$ cat src/hw/rtl/bcld_pkg.sv
// Package for the button click and long-press detector.
// Holds the mode and event codes, configuration register indexes and reset values.
// No dependencies.
package bcld_pkg;

    typedef enum logic [2:0] {
        MODE_IDLE      = 3'd0,
        MODE_DOWN      = 3'd1,
        MODE_UP        = 3'd2,
        MODE_COUNT     = 3'd3,
        MODE_PRESS     = 3'd4,
        MODE_PRESS_END = 3'd5
    } mode_t;

    typedef enum logic [2:0] {
        EV_NONE   = 3'd0,
        EV_SINGLE = 3'd1,
        EV_DOUBLE = 3'd2,
        EV_MULTI  = 3'd3,
        EV_LSTART = 3'd4,
        EV_DURING = 3'd5,
        EV_LSTOP  = 3'd6
    } event_t;

    typedef enum logic [1:0] {
        CFG_DEBOUNCE     = 2'd0,
        CFG_CLICK_WINDOW = 2'd1,
        CFG_LONG_PRESS   = 2'd2,
        CFG_MAX_CLICKS   = 2'd3
    } cfg_index_t;

    localparam int CFG_DATA_W = 16;
    localparam int TIME_W     = 32;
    localparam int CLICK_W    = 4;

    localparam logic [15:0]        DEBOUNCE_RESET     = 16'd50;
    localparam logic [15:0]        CLICK_WINDOW_RESET = 16'd400;
    localparam logic [15:0]        LONG_PRESS_RESET   = 16'd800;
    localparam logic [CLICK_W-1:0] MAX_CLICKS_RESET   = 4'd3;
    localparam logic [CLICK_W-1:0] CLICKS_SAT         = 4'd15;

    typedef struct packed {
        logic [15:0]        debounce_ms;
        logic [15:0]        click_window_ms;
        logic [15:0]        long_press_ms;
        logic [CLICK_W-1:0] max_clicks;
    } cfg_t;

endpackage

$ cat src/hw/rtl/bcld_cfg_regs.sv
// Configuration register file of the button detector.
// Plain write port, no read-back. Depends on bcld_pkg.
module bcld_cfg_regs (
    input  logic                        clk,
    input  logic                        rst_n,
    input  logic                        cfg_wr_en,
    input  bcld_pkg::cfg_index_t        cfg_index,
    input  logic [bcld_pkg::CFG_DATA_W-1:0] cfg_data,
    output bcld_pkg::cfg_t              cfg
);
    import bcld_pkg::*;

    cfg_t cfg_reg;
    cfg_t cfg_next;

    always_comb
    begin
        cfg_next = cfg_reg;
        if (cfg_wr_en)
        begin
            unique case (cfg_index)
                CFG_DEBOUNCE:     cfg_next.debounce_ms     = cfg_data;
                CFG_CLICK_WINDOW: cfg_next.click_window_ms = cfg_data;
                CFG_LONG_PRESS:   cfg_next.long_press_ms   = cfg_data;
                CFG_MAX_CLICKS:   cfg_next.max_clicks      = cfg_data[CLICK_W-1:0];
                default:          cfg_next = cfg_reg;
            endcase
        end
    end

    always_ff @(posedge clk or negedge rst_n)
    begin
        if (!rst_n)
        begin
            cfg_reg.debounce_ms     <= DEBOUNCE_RESET;
            cfg_reg.click_window_ms <= CLICK_WINDOW_RESET;
            cfg_reg.long_press_ms   <= LONG_PRESS_RESET;
            cfg_reg.max_clicks      <= MAX_CLICKS_RESET;
        end
        else
        begin
            cfg_reg <= cfg_next;
        end
    end

    assign cfg = cfg_reg;

endmodule

$ cat src/hw/rtl/bcld_fsm.sv
// Detector state machine: mode, previous mode, start time and click count.
// Advances by one item per step and computes that item's event. Depends on bcld_pkg.
module bcld_fsm (
    input  logic                         clk,
    input  logic                         rst_n,
    input  logic                         step,
    input  logic                         pressed,
    input  logic [bcld_pkg::TIME_W-1:0]  now_ms,
    input  bcld_pkg::cfg_t               cfg,
    output bcld_pkg::event_t             event_res,
    output logic [bcld_pkg::CLICK_W-1:0] click_count
);
    import bcld_pkg::*;

    mode_t               mode_reg, mode_next;
    mode_t               prev_reg, prev_next;
    logic [TIME_W-1:0]   start_reg, start_next;
    logic [CLICK_W-1:0]  clicks_reg, clicks_next;

    logic [TIME_W-1:0]   wait_ms;
    logic                short_w;
    logic                long_w;
    logic                seq_done;

    // Elapsed time wraps modulo 2^32.
    assign wait_ms  = now_ms - start_reg;
    assign short_w  = wait_ms < {16'd0, cfg.debounce_ms};
    assign long_w   = wait_ms > {16'd0, cfg.long_press_ms};
    assign seq_done = (wait_ms > {16'd0, cfg.click_window_ms}) ||
                      (clicks_reg == cfg.max_clicks);

    // Next state.
    always_comb
    begin
        mode_next   = mode_reg;
        prev_next   = prev_reg;
        start_next  = start_reg;
        clicks_next = clicks_reg;
        unique case (mode_reg)
            MODE_IDLE:
            begin
                if (pressed)
                begin
                    mode_next   = MODE_DOWN;
                    prev_next   = mode_reg;
                    start_next  = now_ms;
                    clicks_next = '0;
                end
            end
            MODE_DOWN:
            begin
                priority if (!pressed && short_w)
                begin
                    mode_next = prev_reg;
                    prev_next = mode_reg;
                end
                else if (!pressed)
                begin
                    mode_next  = MODE_UP;
                    prev_next  = mode_reg;
                    start_next = now_ms;
                end
                else if (long_w)
                begin
                    mode_next = MODE_PRESS;
                    prev_next = mode_reg;
                end
            end
            MODE_UP:
            begin
                priority if (pressed && short_w)
                begin
                    mode_next = prev_reg;
                    prev_next = mode_reg;
                end
                else if (!short_w)
                begin
                    if (clicks_reg != CLICKS_SAT)
                        clicks_next = clicks_reg + 1'b1;
                    mode_next = MODE_COUNT;
                    prev_next = mode_reg;
                end
            end
            MODE_COUNT:
            begin
                priority if (pressed)
                begin
                    mode_next  = MODE_DOWN;
                    prev_next  = mode_reg;
                    start_next = now_ms;
                end
                else if (seq_done)
                begin
                    mode_next   = MODE_IDLE;
                    prev_next   = MODE_IDLE;
                    start_next  = '0;
                    clicks_next = '0;
                end
            end
            MODE_PRESS:
            begin
                if (!pressed)
                begin
                    mode_next  = MODE_PRESS_END;
                    prev_next  = mode_reg;
                    start_next = now_ms;
                end
            end
            MODE_PRESS_END:
            begin
                priority if (pressed && short_w)
                begin
                    mode_next = prev_reg;
                    prev_next = mode_reg;
                end
                else if (!short_w)
                begin
                    mode_next   = MODE_IDLE;
                    prev_next   = MODE_IDLE;
                    start_next  = '0;
                    clicks_next = '0;
                end
            end
            default:
            begin
                mode_next = MODE_IDLE;
                prev_next = mode_reg;
            end
        endcase
    end

    // Event and reported count.
    always_comb
    begin
        event_res = EV_NONE;
        unique case (mode_reg)
            MODE_DOWN:
                if (pressed && long_w)
                    event_res = EV_LSTART;
            MODE_COUNT:
                if (!pressed && seq_done)
                begin
                    if (clicks_reg == 4'd1)
                        event_res = EV_SINGLE;
                    else if (clicks_reg == 4'd2)
                        event_res = EV_DOUBLE;
                    else
                        event_res = EV_MULTI;
                end
            MODE_PRESS:
                if (pressed)
                    event_res = EV_DURING;
            MODE_PRESS_END:
                if (!short_w)
                    event_res = EV_LSTOP;
            default:
                event_res = EV_NONE;
        endcase
        // A finished sequence reports its count before the clear.
        if (event_res == EV_SINGLE || event_res == EV_DOUBLE ||
            event_res == EV_MULTI || event_res == EV_LSTOP)
            click_count = clicks_reg;
        else
            click_count = clicks_next;
    end

    always_ff @(posedge clk or negedge rst_n)
    begin
        if (!rst_n)
        begin
            mode_reg   <= MODE_IDLE;
            prev_reg   <= MODE_IDLE;
            start_reg  <= '0;
            clicks_reg <= '0;
        end
        else if (step)
        begin
            mode_reg   <= mode_next;
            prev_reg   <= prev_next;
            start_reg  <= start_next;
            clicks_reg <= clicks_next;
        end
    end

endmodule

$ cat src/hw/rtl/button_click_longpress_detector.sv
// Top level of the button click and long-press detector.
// Input register, detector state machine, result register. Depends on bcld_pkg,
// bcld_cfg_regs and bcld_fsm.
//
// Usage: each input item is one scan tick (pressed level and millisecond
// timestamp) offered with in_valid; it is taken at a rising edge where
// in_valid is high and in_stall is low. Every item yields exactly one result
// item (event_res, click_count) on out_valid, taken where out_stall is low.
// An item taken is registered in the input register, processed by the state
// machine and then held in the result register. Throughput is one item per
// cycle while out_stall is low; the state update is a single compare and add
// stage between the input and result registers.
// When the receiver stalls, the result register holds its item and the input
// register holds one more; in_stall rises only when both are full.
// Configuration writes (cfg_wr_en, cfg_index, cfg_data) take effect once
// registered; the user makes them while no item is in flight, unenforced here.
// Reset clears all valid flags, returns the detector to idle with no clicks
// and start time zero, and loads the default register values.
module button_click_longpress_detector (
    input  logic                         clk,
    input  logic                         rst_n,
    input  logic                         in_valid,
    output logic                         in_stall,
    input  logic                         pressed,
    input  logic [31:0]                  now_ms,
    output logic                         out_valid,
    input  logic                         out_stall,
    output logic [2:0]                   event_res,
    output logic [3:0]                   click_count,
    input  logic                         cfg_wr_en,
    input  logic [1:0]                   cfg_index,
    input  logic [15:0]                  cfg_data
);
    import bcld_pkg::*;

    cfg_t                cfg;
    event_t              ev;
    logic [CLICK_W-1:0]  count;

    logic                s1_valid_reg, s1_valid_next;
    logic                s1_pressed_reg;
    logic [TIME_W-1:0]   s1_now_reg;
    logic                out_valid_reg, out_valid_next;
    event_t              out_event_reg;
    logic [CLICK_W-1:0]  out_count_reg;

    logic                in_take;
    logic                advance;

    bcld_cfg_regs u_cfg (
        .clk       (clk),
        .rst_n     (rst_n),
        .cfg_wr_en (cfg_wr_en),
        .cfg_index (cfg_index_t'(cfg_index)),
        .cfg_data  (cfg_data),
        .cfg       (cfg)
    );

    bcld_fsm u_fsm (
        .clk         (clk),
        .rst_n       (rst_n),
        .step        (advance),
        .pressed     (s1_pressed_reg),
        .now_ms      (s1_now_reg),
        .cfg         (cfg),
        .event_res   (ev),
        .click_count (count)
    );

    assign advance  = s1_valid_reg && (!out_valid_reg || !out_stall);
    assign in_stall = s1_valid_reg && out_valid_reg && out_stall;
    assign in_take  = in_valid && !in_stall;

    always_comb
    begin
        s1_valid_next = s1_valid_reg;
        if (in_take)
            s1_valid_next = 1'b1;
        else if (advance)
            s1_valid_next = 1'b0;

        out_valid_next = out_valid_reg;
        if (advance)
            out_valid_next = 1'b1;
        else if (!out_stall)
            out_valid_next = 1'b0;
    end

    always_ff @(posedge clk or negedge rst_n)
    begin
        if (!rst_n)
        begin
            s1_valid_reg  <= 1'b0;
            out_valid_reg <= 1'b0;
        end
        else
        begin
            s1_valid_reg  <= s1_valid_next;
            out_valid_reg <= out_valid_next;
        end
    end

    always_ff @(posedge clk)
    begin
        if (in_take)
        begin
            s1_pressed_reg <= pressed;
            s1_now_reg     <= now_ms;
        end
        if (advance)
        begin
            out_event_reg <= ev;
            out_count_reg <= count;
        end
    end

    assign out_valid   = out_valid_reg;
    assign event_res   = out_event_reg;
    assign click_count = out_count_reg;

endmodule
$ cat config.mk
export PLATFORM = sky130hd
export DESIGN_NAME = button_click_longpress_detector
export DESIGN_NICKNAME = d
export VERILOG_FILES = /design/src/hw/rtl/bcld_pkg.sv /design/src/hw/rtl/bcld_cfg_regs.sv /design/src/hw/rtl/bcld_fsm.sv /design/src/hw/rtl/button_click_longpress_detector.sv
export SDC_FILE = /design/constraint.sdc
export NUM_CORES = 1
export LEC_CHECK = 0
export BUFFER_PORTS_ARGS = -buffer_cell sky130_fd_sc_hd__buf_2
export CAP_MARGIN = 10
export CORE_MARGIN = 5
export CORE_UTILIZATION = 56
export DETAILED_ROUTE_END_ITERATION = 10
export PLACE_DENSITY = 0.78
export SKIP_CTS_REPAIR_TIMING = 1
export SLEW_MARGIN = 0
export SYNTH_ARGS = -nofsm -noshare
export SYNTH_HDL_FRONTEND = slang
export SYNTH_HIERARCHICAL = 1
export SYNTH_SLANG_ARGS = --single-unit
$ cat constraint.sdc
create_clock -name clk -period 4.53 [get_ports clk]
set_input_delay 1.359 -clock clk [delete_from_list [all_inputs] [get_ports clk]]
set_output_delay 1.359 -clock clk [all_outputs]
set_load 0.005 [all_outputs]
==> impl_metrics.csv, run 1 <==
group,metric,value,unit
floorplanning,rows,46,
clock_tree,cts_max_path_buffers,2,
grt,grt_pass1_wl,34200,um
grt,grt.total_usage,22.9,%
sta,fmax,221,MHz
min_path,min_from,"s1_valid_reg",
routing,vias_per_cell,5.92,
critical_path,start_kind,"flop",
synth,synth_top_area_share,23.5,%
clock_tree,cts.clk_slew.worst_paths,0.06,ns
grt,overflow,0,
sta,hold_viol,0,
grt,grt_antenna_before_repair,0,
synth,syn_nets,1037,
clock_tree,cts-htree-levels,4,
routing,postRouteAntennaNets,0,
finish,area_growth,19.1,%
sta,min_period,4.53,ns
critical_path,crit_type,"reg2reg",
synth,yosys.cell_types.count,86,
finish,drive_above_1_share,26.2,%
critical_path,r2r_start,"u_fsm/start_reg[6]",
min_path,hold_path_end,"out_valid",
critical_path,startpoint,"u_fsm/start_reg[6]",
power,ir_worst_vdd,0.000397,V
placement,port_buffers,64,
floorplanning,fp.coreArea,15900,sq um
finish,fin_util,67.8,%
floorplanning,die_w,137,um
critical_path,crit_chain,"inv_1 -> ha_2 -> a21oi_2 -> o21ai_0 -> a221o_1 -> nor2_2 -> xnor2_2 -> ha_1 -> nand2_1 -> nor2_2 -> nand3_1 -> a211o_1 -> a21oi_2 -> a211oi_2 -> and4_4 -> a21oi_4 -> o211ai_4 -> buf_12 -> clkbuf_16 -> mux2i_1",
floorplanning,die_h,137,um
synth,ys_seq_elements,136,
critical_path,reg2reg_setup_slack,0.001,ns
critical_path,crit_fanout,6,
min_path,hp-class,"reg2reg",
routing,drtIter0Drc,617,
routing,routed.top_layer,"met4",
synth,syn_area_per_cell,10.1,sq um
min_path,worstHoldPathCells,1,
power,static-leakage-power,0.00504,uW
routing,wl_met1,9340,um
routing,routed_wl,22200,um
clock_tree,cts_root_buf,"clkbuf_16",
finish,nets,1135,
finish,stdcell_count,1226,
sta,fin_skew,0.0110,ns
synth,yosysSeqAreaShare,40.0,%
floorplanning,start_util,56.9,%
critical_path,rr_worst_depth,20,
critical_path,cpMaxStageDelayCell,"a221o_1",
sta,relSlewSlack,36.3,%
finish,largest_reg_flops,52,
floorplanning,die-area,18800,sq um
critical_path,cp-end-kind,"flop",
synth,async_flop_share,70.6,%
power,power_density,770,nW/um^2
routing,drtPass1Iterations,5,
routing,wl_per_cell,18.1,um
critical_path,r2r_end,"u_fsm/start_reg[6]",
synth,synth.area.top_cells,"dfrtp_1, edfxtp_1, ha_1, mux2_2, inv_1",
sta,fin_setup_tns,0,ns
synth,synth_flop_cell,"dfrtp_1",
routing,met2_wirelength,11200,um
routing,drc,0,
clock_tree,cts_tree,"yes",
routing,vias,7252,
floorplanning,design.portCount,65,
run,maxCapViolCount,0,
routing,met3_length,1220,um
synth,ys_top_cells_by_count,"inv_1, dfrtp_1, ha_1",
grt,grt_max_degree,73,
placement,dp_hpwl,14900,um
sta,setup_viol,0,
synth,yosysWarnings,6,
clock_tree,clkLatencyLatePin,0.43,ns
placement,place_congestion,0.907,
grt,grt_pass1_vias,7130,
clock_tree,cts_buffers,17,
synth,yosys.area.top_type,"dfrtp_1",
critical_path,critPathMaxStageDelay,0.37,ns
sta,drv_slew,0,
outcome,status,"completed",
synth,syn_area,9040,sq um
synth,syn_inst,899,
clock_tree,cts.sink_count,136,
sta,fin_crit_sh,100,%
placement,dp.cells,1178,
synth,synth_edf_count,40,
finish,diodes,0,
critical_path,crit_required,4.88,ns
synth,post-synth-top-count-cell,"inv_1",
critical_path,crit_arrival,4.88,ns
sta,worst_pin_slew,0.955,ns
## cell families after synthesis
| logic type | synth area share (%) |
|---|---|
| AND/OR/NAND/NOR | 12.5 |
| AO/OA/AOI/OAI | 16.7 |
| flip-flops | 40.0 |
| buffers and inverters | 6.21 |
| multiplexers | 10.8 |
| adder cells (fa/ha/maj) | 11.4 |
| XOR/XNOR | 2.33 |
## area by class of cell
cell class                      count  area, sq um
Clock buffer                       26          522
Multi-Input combinational cell    629         5100
Inverter                          104          390
Clock inverter                      6          110
Timing Repair Buffer              109          754
Sequential cell                   136         3620
Fill cell                        1221         5120
Tap cell                          216          270
## worst max path at each step
stage / end / slack (ns) / cells after the start
floorplan: u_fsm/mode_reg[0] / 0.25 / 21
global placement: u_fsm/start_reg[13] / 0.03 / 20
detailed placement: u_fsm/start_reg[23] / -0.21 / 21
CTS: u_fsm/start_reg[28] / -0.23 / 21
global route: u_fsm/start_reg[6] / -0.16 / 22
finish: u_fsm/start_reg[6] / 0.001 / 20
## critical path: cells and delay by family, from the launching register on
kind / cells / cell delay [ns]
adders and majority gates: 2 / 0.70
muxes: 1 / 0.16
xor gates and xnor gates: 1 / 0.12
AOI/OAI and AO/OA: 8 / 1.72
DFF: 1 / 0.36
and+or+nand+nor: 5 / 0.93
buffers and inverters: 3 / 0.43
## metrics by stage
stage	area [sq um]	total power, uW	setup slack (ns)	hold slack, ns
3_3_place_gp	9710	6010	0.0329	0.482
6_report	10800	8290	0.00143	0.495
3_5_place_dp	9710	6120	-0.215	0.480
4_1_cts	10300	7670	-0.226	0.493
5_1_grt	10800	8880	-0.163	0.505
2_1_floorplan	9040	4980	0.253	0.469
## cell usage in the layout (no fill, tap or decap), types with 5 or more instances in the layout
cell	count
inv_1	104
dfrtp_1	85
nand2_1	78
ha_1	76
buf_2	63
mux2_2	53
a21oi_1	46
edfxtp_1	40
buf_4	39
mux2i_1	35
nor2_1	33
o21ai_0	32
clkbuf_16	22
nand4_1	22
nand3_1	18
a21o_1	15
o21a_1	13
dfstp_2	11
xnor2_1	11
nor3_1	10
a21oi_2	9
nand2b_1	8
o211ai_1	8
xor2_1	7
nor3b_1	7
or3_1	6
clkbuf_1	5
and3_1	5
a31oi_1	5
nor2b_1	5
o31ai_1	5
## routing by layer
layer / GRT usage [%] / vias to the layer above
met3: 4.30 / 51
met1: 28.9 / 3485
li1: - / 3455
met4: 7.15 / 0
met5: 0 / -
met2: 39.8 / 261
## power by group
| group | total [uW] | switching, uW | internal, uW |
|---|---|---|---|
| Combinational | 4980 | 2830 | 2150 |
| Sequential | 1830 | 218 | 1610 |
| Clock | 1480 | 518 | 961 |
| Total | 8290 | 3570 | 4730 |
No activity file was read; power rests on OpenSTA's default activity.
==> run 2, diff against run 1 <==
ABC_AREA = 1   (was not set)
CORE_UTILIZATION = 58   (was 56)
PLACE_DENSITY = 0.77   (was 0.78)
clock period = 4.7 ns   (was 4.53 ns; I/O delays follow)
==> impl_metrics.csv, run 2 <==
group,metric,value,unit
finish,diodes,0,
placement,dp_slack,0.210,ns
sta,min_period,4.38,ns
synth,yosys.area.top_type,"dfrtp_1",
synth,yosysSeqAreaShare,36.4,%
critical_path,crit_fanout,32,
power,static-leakage-power,0.00614,uW
floorplanning,start_util,59.6,%
clock_tree,cts-htree-levels,4,
finish,nets,1592,
floorplanning,die-area,19900,sq um
routing,drc,0,
synth,synth_flop_cell,"dfrtp_1",
critical_path,reg2reg_setup_slack,0.32,ns
finish,fin_util,65.7,%
routing,vias_per_cell,5.28,
grt,grt_max_degree,79,
placement,port_buffers,64,
finish,final_common_cell,"nand2_1",
sta,drv_slew,0,
routing,vias,8899,
clock_tree,clkLatencyLatePin,0.44,ns
critical_path,startpoint,"s1_now_reg[0]",
critical_path,crit_type,"reg2reg",
synth,synth.area.top_cells,"dfrtp_1, nand2_1, edfxtp_1, ha_1, inv_1",
sta,relSlewSlack,30.7,%
synth,syn_nets,1532,
synth,syn_area_per_cell,7.14,sq um
finish,largest_reg_flops,52,
grt,grt.total_usage,26.2,%
finish,stdcell_count,1687,
min_path,worstHoldPathCells,2,
finish,nFillCells,1534,
routing,drtIter0Drc,868,
floorplanning,die_w,141,um
sta,fmax,228,MHz
critical_path,r2r_start,"s1_now_reg[0]",
sta,fin_skew,0.0142,ns
synth,syn_area,9950,sq um
routing,wl_per_cell,15.4,um
sta,rsz0062_at_grt,"false",
placement,dp_hpwl,19100,um
finish,multi_input_area,5160,sq um
sta,setup_viol,0,
synth,synth_edf_count,40,
power,ir_worst_vdd,0.000300,V
grt,grt_antenna_before_repair,0,
clock_tree,cts_tree,"yes",
finish,seq_area,3620,sq um
critical_path,rr_worst_depth,20,
critical_path,r2r_end,"u_fsm/start_reg[22]",
placement,place_congestion,1.01,
floorplanning,rows,47,
sta,fin_ws,0.316,ns
synth,syn_inst,1394,
synth,yosys.cell_types.count,47,
sta,hold_viol,0,
routing,postRouteAntennaNets,0,
clock_tree,cts_max_path_buffers,2,
synth,async_flop_share,70.6,%
grt,overflow,0,
finish,mostFrequentLayoutCells,"nand2_1, inv_1, dfrtp_1, ha_1, nor2_1",
critical_path,crit_required,5.01,ns
synth,yosysWarnings,6,
run,maxCapViolCount,0,
grt,grt_pass1_vias,8458,
clock_tree,cts_buffers,17,
floorplanning,design.portCount,65,
grt,grt_pass1_wl,41700,um
critical_path,cp-end-kind,"flop",
synth,ys_seq_elements,136,
synth,synth_top_area_share,21.4,%
routing,routed_wl,26000,um
critical_path,start_kind,"flop",
sta,worst_pin_slew,1.04,ns
synth,post-synth-top-count-cell,"nand2_1",
outcome,status,"completed",
finish,area_growth,10.3,%
clock_tree,cts.sink_count,136,
sta,fin_setup_tns,0,ns
finish,drive_above_1_share,12.3,%
critical_path,endpoint,"u_fsm/start_reg[22]",
routing,drtPass1Iterations,7,
sta,fin_crit_sh,93.3,%
min_path,hp-class,"reg2reg",
floorplanning,fp.coreArea,16700,sq um
synth,ys_top_cells_by_count,"nand2_1, inv_1, dfrtp_1",
power,power_density,637,nW/um^2
clock_tree,cts.clk_slew.worst_paths,0.06,ns
clock_tree,cts_root_buf,"clkbuf_16",
critical_path,crit_arrival,4.70,ns
floorplanning,die_h,141,um
power,finalPower,6990,uW
placement,dp.cells,1654,
## run 2: changes by cell type after synthesis, moves of 15 or more
cell     delta
nand2_1   +460
o21ai_0    -15
nand3_1    +42
mux2i_1    -36
nor2_1     +30
nand4_1    +29
o21ai_2    +28
mux2_2     -53
inv_1     +152
## run 2: per-layer routing
metal	up-vias	track usage, %	wire length (um)
met5	-	0	0
met4	0	6.94	484
met3	35	4.67	1580
met2	311	43.9	12300
met1	4066	35.2	11500
li1	4487	-	-
## run 2: logic make-up after synthesis
family	after synthesis	share of synthesized area, %
compound gates	105	6.72
xor+xnor	21	1.85
simple gates	758	32.5
flops	136	36.4
buf+inv	292	12.2
fa+ha+maj	82	10.4
## run 2: power breakdown
| group | switching, uW | internal [uW] |
|---|---|---|
| logic | 2640 | 1380 |
| registers | 171 | 1500 |
| clock network | 592 | 695 |
| total | 3400 | 3580 |
## run 2: critical path, cell delays in order (launching register included)
cell and delay, ns:
edfxtp_1 0.35, inv_1 0.05, ha_1 0.23, fa_1 0.44
nor2_1 0.15, o21ai_0 0.14, nand2_1 0.21, xor2_1 0.49
ha_1 0.25, a21oi_1 0.06, nor2_1 0.11, a211oi_1 0.08
o221ai_1 0.22, a21oi_1 0.11, buf_4 0.19, nand4_2 0.14
nor2_1 0.09, nor2_2 0.42, nand2_8 0.31, nand2_1 0.16
o21ai_2 0.06
## run 2: layout make-up
cell class / count / area share (%)
Clock buffer: 17 / 3.88
Clock inverter: 15 / 1.22
Inverter: 261 / 8.93
Multi-Input combinational cell: 967 / 47.1
Sequential cell: 136 / 33.0
Tap cell: 220 / 2.51
Timing Repair Buffer: 71 / 3.42
## run 2: how the worst min path moves through the flow
stage | start | slack [ns] | to
after floorplan | u_cfg/cfg[36] | 0.44 | u_cfg/cfg[36]
after global placement | u_cfg/cfg[41] | 0.45 | u_cfg/cfg[41]
after detailed placement | u_cfg/cfg[13] | 0.46 | u_cfg/cfg[13]
after CTS | u_cfg/cfg[13] | 0.47 | u_cfg/cfg[13]
after global routing | u_cfg/cfg[12] | 0.48 | u_cfg/cfg[12]
final | u_cfg/cfg[13] | 0.47 | u_cfg/cfg[13]
## run 2: stage by stage
stage | area [sq um] | hold WS [ns]
finish | 11000 | 0.468
global route | 11000 | 0.480
CTS | 10900 | 0.467
detailed placement | 10400 | 0.458
global placement | 10400 | 0.454
floorplan | 9950 | 0.442
